## src/rtl/core/image_header_size_parser_unit_defines.svh

```systemverilog
// assertion macros for the image header size parser
`ifndef IMAGE_HEADER_SIZE_PARSER_UNIT_DEFINES_SVH
`define IMAGE_HEADER_SIZE_PARSER_UNIT_DEFINES_SVH

// antecedent implies consequent in the same cycle
`define IHSP_ASSERT_SAME(label, ante, cons, msg) \
    label: assert property (@(posedge clk) disable iff (!rst_n) (ante) |-> (cons)) \
        else $error(msg);

// antecedent implies consequent in the next cycle
`define IHSP_ASSERT_NEXT(label, ante, cons, msg) \
    label: assert property (@(posedge clk) disable iff (!rst_n) (ante) |=> (cons)) \
        else $error(msg);

`endif

```

## src/rtl/core/ihsp_pkg.sv

```systemverilog
// types, codes and signature tables for the image header size parser
package ihsp_pkg;

    localparam logic [1:0] FMT_JPEG = 2'd0;
    localparam logic [1:0] FMT_PNG  = 2'd1;
    localparam logic [1:0] FMT_BMP  = 2'd2;

    localparam logic [4:0] POS_MAX = 5'd31;

    localparam logic [7:0] JPEG_MARK = 8'hFF;
    localparam logic [7:0] JPEG_SOF0 = 8'hC0;
    localparam logic [7:0] JPEG_SOF1 = 8'hC1;
    localparam logic [7:0] JPEG_SOF2 = 8'hC2;

    typedef enum logic [2:0] {
        PH_SEEK   = 3'd0,
        PH_TYPE   = 3'd1,
        PH_SKIP   = 3'd2,
        PH_HEIGHT = 3'd3,
        PH_WIDTH  = 3'd4
    } scan_phase_t;

    function automatic logic [7:0] jpeg_magic(input logic [1:0] idx);
        logic [7:0] v;
        case (idx)
            2'd0:    v = 8'hFF;
            2'd1:    v = 8'hD8;
            2'd2:    v = 8'hFF;
            default: v = 8'hFF;
        endcase
        return v;
    endfunction

    function automatic logic [7:0] png_magic(input logic [2:0] idx);
        logic [7:0] v;
        case (idx)
            3'd0:    v = 8'h89;
            3'd1:    v = 8'h50;
            3'd2:    v = 8'h4E;
            3'd3:    v = 8'h47;
            3'd4:    v = 8'h0D;
            3'd5:    v = 8'h0A;
            3'd6:    v = 8'h1A;
            3'd7:    v = 8'h0A;
            default: v = 8'h00;
        endcase
        return v;
    endfunction

    function automatic logic [7:0] png_tag(input logic [1:0] idx);
        logic [7:0] v;
        case (idx)
            2'd0:    v = 8'h49;
            2'd1:    v = 8'h48;
            2'd2:    v = 8'h44;
            2'd3:    v = 8'h52;
            default: v = 8'h00;
        endcase
        return v;
    endfunction

endpackage

```

## src/rtl/core/image_header_size_parser_unit.sv

```systemverilog
// image header size parser: width and height from a jpeg, png or bmp byte stream
//
//  channel | dir | handshake           | payload
//  s       | in  | s_tvalid / s_tready | s_tdata[7:0] data_byte, s_tlast last_byte
//  m       | out | m_tvalid / m_tready | m_tdata[31:0] image_width, [63:32] image_height
//  cfg     | in  | cfg_valid/cfg_ready | cfg_data[1:0] image_format
//
// one byte per cycle while s_tready is high; the parse state updates in the cycle a byte beat is taken
// the result beat appears in the cycle after the beat with s_tlast set
// s_tready drops only while a finished result waits on a stalled m_tready
// rst_n clears the parse state, the format register and the result valid
// cfg_ready is always high
`include "image_header_size_parser_unit_defines.svh"

module image_header_size_parser_unit (
    input  logic        clk,
    input  logic        rst_n,
    input  logic        s_tvalid,
    output logic        s_tready,
    input  logic [7:0]  s_tdata,   // [7:0] data_byte
    input  logic        s_tlast,   // last_byte
    output logic        m_tvalid,
    input  logic        m_tready,
    output logic [63:0] m_tdata,   // [31:0] image_width, [63:32] image_height
    input  logic        cfg_valid,
    output logic        cfg_ready,
    input  logic [1:0]  cfg_data   // [1:0] image_format
);
    import ihsp_pkg::*;

    logic [1:0]  fmt_reg;
    logic [4:0]  pos_reg,     pos_next;
    scan_phase_t phase_reg,   phase_next;
    logic [2:0]  cnt_reg,     cnt_next;
    logic [31:0] shift_reg,   shift_next;
    logic [15:0] hold_reg,    hold_next;
    logic [31:0] best_w_reg,  best_w_next;
    logic [31:0] best_h_reg,  best_h_next;
    logic        failed_reg,  failed_next;
    logic        m_valid_reg;
    logic [63:0] m_data_reg;

    logic [7:0]  b;
    logic        accept;
    logic [31:0] jpeg_w;

    assign b         = s_tdata;
    assign s_tready  = !m_valid_reg || m_tready;
    assign accept    = s_tvalid && s_tready;
    assign cfg_ready = 1'b1;
    assign m_tvalid  = m_valid_reg;
    assign m_tdata   = m_data_reg;
    assign jpeg_w    = {16'd0, shift_reg[7:0], b};

    always_comb
    begin
        phase_next  = phase_reg;
        cnt_next    = cnt_reg;
        shift_next  = shift_reg;
        hold_next   = hold_reg;
        best_w_next = best_w_reg;
        best_h_next = best_h_reg;
        failed_next = failed_reg;
        if (!failed_reg)
        begin
            case (fmt_reg)
                FMT_JPEG:
                begin
                    if (pos_reg < 5'd4)
                    begin
                        if (pos_reg < 5'd3 && b != jpeg_magic(pos_reg[1:0]))
                        begin
                            failed_next = 1'b1;
                        end
                    end
                    else
                    begin
                        case (phase_reg)
                            PH_SEEK:
                            begin
                                if (b == JPEG_MARK)
                                begin
                                    phase_next = PH_TYPE;
                                end
                            end
                            PH_TYPE:
                            begin
                                if (b inside {JPEG_SOF0, JPEG_SOF1, JPEG_SOF2})
                                begin
                                    phase_next = PH_SKIP;
                                    cnt_next   = 3'd0;
                                end
                                else
                                begin
                                    phase_next = PH_SEEK;
                                end
                            end
                            PH_SKIP:
                            begin
                                cnt_next = cnt_reg + 3'd1;
                                if (cnt_reg + 3'd1 >= 3'd3)
                                begin
                                    phase_next = PH_HEIGHT;
                                    cnt_next   = 3'd0;
                                end
                            end
                            PH_HEIGHT:
                            begin
                                hold_next = {hold_reg[7:0], b};
                                cnt_next  = cnt_reg + 3'd1;
                                if (cnt_reg + 3'd1 >= 3'd2)
                                begin
                                    phase_next = PH_WIDTH;
                                    cnt_next   = 3'd0;
                                end
                            end
                            PH_WIDTH:
                            begin
                                shift_next = jpeg_w;
                                cnt_next   = cnt_reg + 3'd1;
                                if (cnt_reg + 3'd1 >= 3'd2)
                                begin
                                    if (jpeg_w > best_w_reg || {16'd0, hold_reg} > best_h_reg)
                                    begin
                                        best_w_next = jpeg_w;
                                        best_h_next = {16'd0, hold_reg};
                                    end
                                    phase_next = PH_SEEK;
                                    cnt_next   = 3'd0;
                                end
                            end
                            default:
                            begin
                                phase_next = PH_SEEK;
                                cnt_next   = 3'd0;
                            end
                        endcase
                    end
                end
                FMT_PNG:
                begin
                    if (pos_reg < 5'd8)
                    begin
                        if (b != png_magic(pos_reg[2:0]))
                        begin
                            failed_next = 1'b1;
                        end
                    end
                    else if (pos_reg inside {[5'd12:5'd15]})
                    begin
                        if (b != png_tag(pos_reg[1:0]))
                        begin
                            failed_next = 1'b1;
                        end
                    end
                    else if (pos_reg inside {[5'd16:5'd23]})
                    begin
                        shift_next = {shift_reg[23:0], b};
                        if (pos_reg == 5'd19)
                        begin
                            best_w_next = {shift_reg[23:0], b};
                        end
                        if (pos_reg == 5'd23)
                        begin
                            best_h_next = {shift_reg[23:0], b};
                        end
                    end
                end
                FMT_BMP:
                begin
                    if (pos_reg inside {[5'd18:5'd25]})
                    begin
                        shift_next = {b, shift_reg[31:8]};
                        if (pos_reg == 5'd21)
                        begin
                            best_w_next = {b, shift_reg[31:8]};
                        end
                        if (pos_reg == 5'd25)
                        begin
                            best_h_next = {b, shift_reg[31:8]};
                        end
                    end
                end
                default:
                begin
                    failed_next = 1'b1;
                end
            endcase
        end
        pos_next = (pos_reg < POS_MAX) ? pos_reg + 5'd1 : pos_reg;
    end

    // parse state, cleared after the last byte of a file
    always_ff @(posedge clk or negedge rst_n)
    begin
        if (!rst_n)
        begin
            pos_reg    <= 5'd0;
            phase_reg  <= PH_SEEK;
            cnt_reg    <= 3'd0;
            shift_reg  <= 32'd0;
            hold_reg   <= 16'd0;
            best_w_reg <= 32'd0;
            best_h_reg <= 32'd0;
            failed_reg <= 1'b0;
        end
        else if (accept)
        begin
            if (s_tlast)
            begin
                pos_reg    <= 5'd0;
                phase_reg  <= PH_SEEK;
                cnt_reg    <= 3'd0;
                shift_reg  <= 32'd0;
                hold_reg   <= 16'd0;
                best_w_reg <= 32'd0;
                best_h_reg <= 32'd0;
                failed_reg <= 1'b0;
            end
            else
            begin
                pos_reg    <= pos_next;
                phase_reg  <= phase_next;
                cnt_reg    <= cnt_next;
                shift_reg  <= shift_next;
                hold_reg   <= hold_next;
                best_w_reg <= best_w_next;
                best_h_reg <= best_h_next;
                failed_reg <= failed_next;
            end
        end
    end

    always_ff @(posedge clk or negedge rst_n)
    begin
        if (!rst_n)
        begin
            fmt_reg <= FMT_JPEG;
        end
        else if (cfg_valid && cfg_ready)
        begin
            fmt_reg <= cfg_data;
        end
    end

    // result register
    always_ff @(posedge clk or negedge rst_n)
    begin
        if (!rst_n)
        begin
            m_valid_reg <= 1'b0;
        end
        else if (accept && s_tlast)
        begin
            m_valid_reg <= 1'b1;
        end
        else if (m_tready)
        begin
            m_valid_reg <= 1'b0;
        end
    end

    always_ff @(posedge clk)
    begin
        if (accept && s_tlast)
        begin
            m_data_reg <= failed_next ? 64'd0 : {best_h_next, best_w_next};
        end
    end

    `IHSP_ASSERT_NEXT(a_last_gives_beat, accept && s_tlast, m_valid_reg, "no result after last beat")
    `IHSP_ASSERT_NEXT(a_failed_gives_zero, accept && s_tlast && failed_reg, m_data_reg == 64'd0, "failed header gave nonzero size")
    `IHSP_ASSERT_NEXT(a_last_clears, accept && s_tlast, pos_reg == 5'd0 && !failed_reg && phase_reg == PH_SEEK, "state not cleared after last beat")
    `IHSP_ASSERT_NEXT(a_pos_saturates, accept && !s_tlast && pos_reg == POS_MAX, pos_reg == POS_MAX, "byte position wrapped")
    `IHSP_ASSERT_SAME(a_stall_blocks_input, m_valid_reg && !m_tready, !s_tready, "input taken while result stalled")

endmodule

```

## config.mk

```make
export PLATFORM = sky130hd
export DESIGN_NAME = image_header_size_parser_unit
export DESIGN_NICKNAME = d
export VERILOG_FILES = /design/src/rtl/core/ihsp_pkg.sv /design/src/rtl/core/image_header_size_parser_unit.sv
export VERILOG_INCLUDE_DIRS = /design/src /design/src/rtl/core
export SDC_FILE = /design/constraint.sdc
export NUM_CORES = 1
export LEC_CHECK = 0
export BUFFER_PORTS_ARGS = -buffer_cell sky130_fd_sc_hd__buf_2
export CORE_MARGIN = 1
export CORE_UTILIZATION = 41
export CTS_CLUSTER_DIAMETER = 40
export DETAILED_ROUTE_END_ITERATION = 6
export HOLD_SLACK_MARGIN = 0.15
export PLACE_DENSITY_LB_ADDON = 0.2
export SYNTH_ARGS = -nofsm -noshare
export SYNTH_HDL_FRONTEND = slang
export SYNTH_SLANG_ARGS = --single-unit
```

## constraint.sdc

```tcl
create_clock -name clk -period 2.8 [get_ports clk]
set_input_delay 0.28 -clock clk [delete_from_list [all_inputs] [get_ports clk]]
set_output_delay 0.28 -clock clk [all_outputs]
set_load 0.005 [all_outputs]
```

# ---- Word-level counts from Yosys, hierarchy flattened
# Memories as Yosys holds them, arrays and structs flattened.
# Cells that the tools add are included.
dict set report totals {
  memories 1
  ff_bits 191
  rom_bits 56
  in_bits 16
}
dict set report op_classes {
  n_mux 83
  n_reduce_logical 24
  magnitude_cmp 14
  add_sub_neg 2
  n_eq_ne 34
}
# memory depth width rd rd_ports_with_merged_regs wr line_no
set memory_table {}
lappend memory_table {{(no name shown)} 8 7 1 0 0 ihsp_pkg.sv:36} ;# case (idx)
# cell n
set op_table {}
lappend op_table {{2-to-1 mux 32 bit} 32}
lappend op_table {{one-hot mux 32 bit (3 select lines)} 3}
lappend op_table {{2-to-1 mux 16 bit} 5}
lappend op_table {{2-to-1 mux 8 bit} 10}
lappend op_table {{greater-than comparator 16 x 32 -> 1 bit} 2}
lappend op_table {{2-to-1 mux 3 bit} 15}
lappend op_table {{!= test 3 bit (second input constant)} 11}
lappend op_table {{== test 8 bit (second input constant)} 4}
lappend op_table {{one-hot mux 8 bit (4 select lines)} 1}
lappend op_table {{!= test 8 bit} 3}
lappend op_table {{== test 5 bit (second input constant)} 4}
lappend op_table {{one-hot mux 3 bit (5 select lines)} 1}
lappend op_table {{one-hot mux 3 bit (4 select lines)} 1}
lappend op_table {{greater-or-equal comparator 5 bit (second input constant)} 2}
lappend op_table {{less-or-equal comparator 5 bit (second input constant)} 2}
lappend op_table {{2-to-1 mux 1 bit} 10}
lappend op_table {{2-to-1 mux 5 bit} 2}
lappend op_table {{AND reduction 9 bit} 1}
lappend op_table {{AND reduction 8 bit} 1}
lappend op_table {{nonzero test 2 bit} 4}
lappend op_table {{== test 2 bit (second input constant)} 3}
lappend op_table {{== test 3 x 2 -> 1 bit (second input constant)} 2}
lappend op_table {{greater-or-equal comparator 3 x 2 -> 1 bit (second input constant)} 2}
lappend op_table {{logical AND 1 bit} 6}
lappend op_table {{25 further kinds} 30}

# ---- Longest topological paths before layout
dict set report depth {
  word_depth 13
  depth_mapped 12
  ltp_nobuf 10
}

# ---- Worst setup path before layout
# OpenSTA, ideal clock, no wires.
dict set report synth_path {
  path_type {reg-to-reg}
  start {register pos_reg[0]}
  end {register m_data_reg[0] (netlist: m_tdata[0]), data pin}
  t_arrival_ns 2.718
  n_path_buf 3
  path_slack_ns -0.176
  path_stages_with_launch 13
  cell_sequence {dfrtp_1 ha_1 buf_2 and3_1 ha_1 nand3b_1 nor3_2 a2bb2oi_1 o31ai_4 buf_4 buf_4 a211oi_1 nor2_1}
}
dict set report synth_between {
  elab_chain_len 12
  elab_cells_between_ends 52
  cone_classes {order compare: 9; eq/ne: 8; mux: 29; reduce/logical: 5; memory: 1}
}
# element line_no
set synth_lines {}
lappend synth_lines {{start, declared} image_header_size_parser_unit.sv:32} ;# logic [4:0] pos_reg, pos_next;
lappend synth_lines {{start signal, assigned} image_header_size_parser_unit.sv:222} ;# pos_reg <= pos_next;
lappend synth_lines {{== test 2 bit, or another cell as far along} ihsp_pkg.sv:52} ;# case (idx)
lappend synth_lines {{one-hot mux 8 bit (4 select lines)} ihsp_pkg.sv:52}
lappend synth_lines {{2-to-1 mux 8 bit} image_header_size_parser_unit.sv:149} ;# else if (pos_reg inside {[5'd12:5'd15]})
lappend synth_lines {{2-to-1 mux 8 bit} image_header_size_parser_unit.sv:142} ;# if (pos_reg < 5'd8)
lappend synth_lines {{2-to-1 mux 8 bit} image_header_size_parser_unit.sv:66} ;# case (fmt_reg)
lappend synth_lines {{2-to-1 mux 8 bit} image_header_size_parser_unit.sv:64} ;# if (!failed_reg)
lappend synth_lines {{!= test 8 bit} image_header_size_parser_unit.sv:151} ;# if (b != png_tag(pos_reg[1:0]))
lappend synth_lines {{2-to-1 mux 1 bit} image_header_size_parser_unit.sv:151}
lappend synth_lines {{2-to-1 mux 1 bit} image_header_size_parser_unit.sv:149}
lappend synth_lines {{2-to-1 mux 1 bit} image_header_size_parser_unit.sv:142}
lappend synth_lines {{one-hot mux 1 bit (3 select lines)} image_header_size_parser_unit.sv:66}
lappend synth_lines {{2-to-1 mux 1 bit} image_header_size_parser_unit.sv:64}
lappend synth_lines {{end signal, assigned} image_header_size_parser_unit.sv:267} ;# m_data_reg <= failed_next ? 64'd0 : {best_h_next, best_w_next};
lappend synth_lines {{end, declared} image_header_size_parser_unit.sv:41} ;# logic [63:0] m_data_reg;
# Several ways; a longest one is shown, not always the timed one. The select of a mux whose other input is x is not followed.
# A chain may end at the register's enable or synchronous reset.

# ---- Final worst setup path
dict set report layout_path {
  start {register best_h_reg[13]}
  end {register m_data_reg[6] (netlist: m_tdata[6]), data pin}
}
dict set report layout_between {
  elab_chain_len 8
}
# element line_no
set layout_lines {}
lappend layout_lines {{start, declared} image_header_size_parser_unit.sv:38} ;# logic [31:0] best_h_reg, best_h_next;
lappend layout_lines {{start signal, assigned} image_header_size_parser_unit.sv:228} ;# best_h_reg <= best_h_next;
lappend layout_lines {{greater-than comparator 16 x 32 -> 1 bit} image_header_size_parser_unit.sv:123} ;# if (jpeg_w > best_w_reg || {16'd0, hold_reg} > best_h_reg)
lappend layout_lines {{logical OR 1 bit} image_header_size_parser_unit.sv:123}
lappend layout_lines {{2-to-1 mux 32 bit} image_header_size_parser_unit.sv:123}
lappend layout_lines {{2-to-1 mux 32 bit} image_header_size_parser_unit.sv:121} ;# if (cnt_reg + 3'd1 >= 3'd2)
lappend layout_lines {{2-to-1 mux 32 bit} image_header_size_parser_unit.sv:78} ;# case (phase_reg)
lappend layout_lines {{2-to-1 mux 32 bit} image_header_size_parser_unit.sv:69} ;# if (pos_reg < 5'd4)
lappend layout_lines {{one-hot mux 32 bit (3 select lines)} image_header_size_parser_unit.sv:66}
lappend layout_lines {{2-to-1 mux 32 bit} image_header_size_parser_unit.sv:64}
# Every way passes these cells.

==> run_results.csv <==
group,metric,value,unit
drt,wl_met2,18500,um
worst_hold_path,hp-class,"input port to flop",
yosys,synth_flop_cell,"dfrtp_1",
layout,drive_above_1_share,37.2,%
timing,worst_pin_slew,0.652,ns
timing,max_freq,343,MHz
floorplanning,core_area,27300,um^2
critical_path,cp_cell_sequence,"inv_2, ha_4, a21o_1, a21o_1, a2111o_1, o31a_4, o31ai_4, buf_6, buf_12, buf_6, nand2_1, a21oi_2",
run,drv_cap,0,
clock_tree,h-tree-depth,4,
global_route,grt_usage,27.2,%
floorplanning,fp.dieArea,28700,um^2
critical_path,crit_slowest_cell,"a2111o_1",
timing,holdWs,0.213,ns
power_and_ir_drop,leakage,0.00631,uW
yosys,synth-edff-count,64,
critical_path,path_delay_family,"compound AO/OA/AOI/OAI gates",
critical_path,worst-setup-path-type,"flop to flop",
timing,rsz0062_at_grt,"true",
outcome,outcome,"finished, violations left",
power_and_ir_drop,design_power_total,10400,uW
clock_tree,numCtsBuffers,17,
clock_tree,cts_tree,"done",
power_and_ir_drop,ir_worst_vdd,0.367,mV
timing,max-slew-margin-rel,56.4,%
timing,min_period_over_period,104,%
layout,fin_cells,1810,
power_and_ir_drop,power_density,650,nW/um^2
critical_path,end_kind,"flop",
yosys,syn_avg_cell_area,9.38,um^2
drt,drtAntennaViolNets,0,
critical_path,cp.required,3.11,ns
place,gp_routability_congestion,0.890,
floorplanning,start_util,42.1,%
timing,final_max_slew_viol_count,0,
timing,timing.final.ws_setup,-0.118,ns
timing,period_needed,2.92,ns
drt,drt-met1-wl,17700,um
timing,final-setup-viol-count,69,
global_route,grt_overflow,0,
yosys,yosys_register_bits,191,
yosys,yosysWarnings,0,
drt,first_pass_iters,5,
yosys,async_reset_ff_share,66.5,%
outcome,violations,"negative setup slack",
critical_path,cp-start-kind,"flop",
clock_tree,cts_sinks,191,
yosys,yosysSeqAreaShare,44.4,%
timing,finalHoldViolCount,0,
drt,vias_per_cell,6.30,
clock_tree,cts_buffer_depth,2,
yosys,synth.cell_area,11500,um^2
layout,nets,1487,
drt,route.met3.wl,3400,um
critical_path,path_buf_inv,4,
floorplanning,pin_count,83,
drt,num_vias,11400,
place,port_buffers,81,
critical_path,cpPeakStageDelay,0.48,ns
global_route,grt_max_degree,77,
yosys,synth.area.top_cells,"dfrtp_1, edfxtp_1, nand2_1, ha_1, a21oi_1",
drt,first_iter_violations,1451,
place,hpwl,25700,um
yosys,synth_top_area_share,27.7,%
drt,post_drt_wl_per_cell,22.6,um
global_route,grt_pass1_vias,10400,
critical_path,worst_ep_arrival_time,3.23,ns
timing,fin_skew,0.0213,ns
critical_path,worstPathMaxFanout,6,
global_route,grt_pass1_wl,60000,um
yosys,yosys.area.top_type,"dfrtp_1",
global_route,antenna_found_initial,0,
place,dp.cells,1724,
layout,antennaDiodeCount,0,
yosys,ys_types,76,
drt,wirelength,40900,um
layout,area_growth,38.8,%
floorplanning,fp-row-count,60,
clock_tree,cts-root-buf,"clkbuf_16",
floorplanning,die_y,169,um
clock_tree,cts.clk_slew.worst_paths,0.08,ns
layout,largest_reg_flops,64,
drt,drc_errors,0,
drt,maxUsedRoutingLayer,"met4",
yosys,syn_inst,1225,
floorplanning,die_x,169,um
yosys,synth_fp_nets,1287,
clock_tree,clkLatencyLatePin,0.46,ns
-- worst reg2reg max path: cells and delay by family, from the launching register on --
kind            cells  cell delay [ns]
buf+inv             4             0.56
simple gates        1             0.06
compound gates      6             1.57
fa+ha+maj           1             0.19
flops               1             0.40
-- power by group --
part / internal (uW) / switching, uW
sequential: 3350 / 412
clock: 1240 / 1370
combinational: 1770 / 2230
-- timing repair --
action,CTS,global route
cloned,4,8
hold buffers,4,0
endpoints found under the setup margin,103,136
setup buffers,18,23
gates resized for setup,93,206
pin swaps,65,86
endpoints found under the hold margin,39,0
-- metrics by stage --
step	util (%)	setup TNS, ns	area (um^2)	setup slack (ns)
floorplan	-	0	11500	0.0200
global placement	48.9	-9.09	13300	-0.238
detailed placement	48.9	-12.50	13300	-0.293
CTS	53.3	-1.25	14500	-0.0744
global route	58.5	-7.91	15900	-0.166
finish	58.5	-3.71	15900	-0.118
-- cells in the mapped netlist, types with 3 or more instances --
cell type,number
o31ai_1,4
a21boi_0,15
dfrtp_1,127
o221ai_1,7
and2_1,13
edfxtp_1,64
o22ai_1,3
a22oi_1,60
inv_1,50
or3_1,6
o311ai_0,6
buf_4,7
a221o_1,32
o2bb2ai_1,15
nand2b_1,6
a21oi_1,100
o21ai_0,88
or2_2,3
clkbuf_1,71
a211oi_1,5
a31o_2,5
o21a_1,3
xnor2_1,4
o211ai_1,50
xor2_1,3
nor2_1,52
nor4_1,13
a22o_1,16
nand2_1,158
buf_2,25
a21o_1,5
a31oi_1,37
o311ai_1,11
mux2_2,8
nand4_1,11
nand3_1,7
o41ai_1,27
ha_1,46
nor3_1,9
-- area by class of cell --
type                       instances  area, um^2
fill                            2246       11300
multi-input combinational        877        7060
tap                              372         465
clock inverter                    15         195
sequential                       191        5100
timing repair buffer             287        2500
clock buffer                      17         425
inverter                          51         195
-- placed cells by master, fill, tap and decap left out, types with 15 or more instances in the layout --
master / netlist / layout
inv_1: 50 / 42
o21ai_0: 88 / 69
nand2_1: 158 / 134
nor2_1: 52 / 44
buf_4: 7 / 155
ha_1: 46 / 33
dfrtp_1: 127 / 124
o41ai_1: 27 / 27
a22o_1: 16 / 16
edfxtp_1: 64 / 64
a221o_1: 32 / 32
a22oi_1: 60 / 59
clkbuf_16: 0 / 25
buf_12: 0 / 20
buf_6: 1 / 15
a21oi_2: 0 / 42
buf_2: 25 / 80
a31oi_1: 37 / 34
a21oi_1: 100 / 53
o211ai_1: 50 / 50
-- logic make-up after synthesis --
family                   Yosys count  share of synthesized area, %
buffers and inverters            157                          5.70
flip-flops                       191                          44.4
other                              1                        0.0326
XOR/XNOR                           7                         0.534
multiplexers                      10                         0.959
AND/OR/NAND/NOR                  295                          11.7
AO/OA/AOI/OAI                    518                          31.7
adder cells (fa/ha/maj)           46                          5.01
-- routing by layer --
metal	track usage [%]	vias to the layer above
li1	-	5121
met1	39.2	5575
met2	41.5	616
met3	4.22	97
met4	9.40	0
met5	0	-
-- final timing paths --
kind                       slack, ns  depth (start not counted)             to      startpoint
setup / recovery               -0.12                         12     m_tdata[6]  best_h_reg[13]
hold / removal                  0.21                          3       m_tvalid        m_tready
setup reg to reg               -0.12                         12     m_tdata[6]  best_h_reg[13]
hold reg to reg                 0.52                          2  shift_reg[24]   shift_reg[24]
max in group asynchronous       1.72                          3   shift_reg[0]           rst_n
min in group asynchronous       0.38                          2    hold_reg[2]           rst_n
Power figures use the tool's default switching activity.
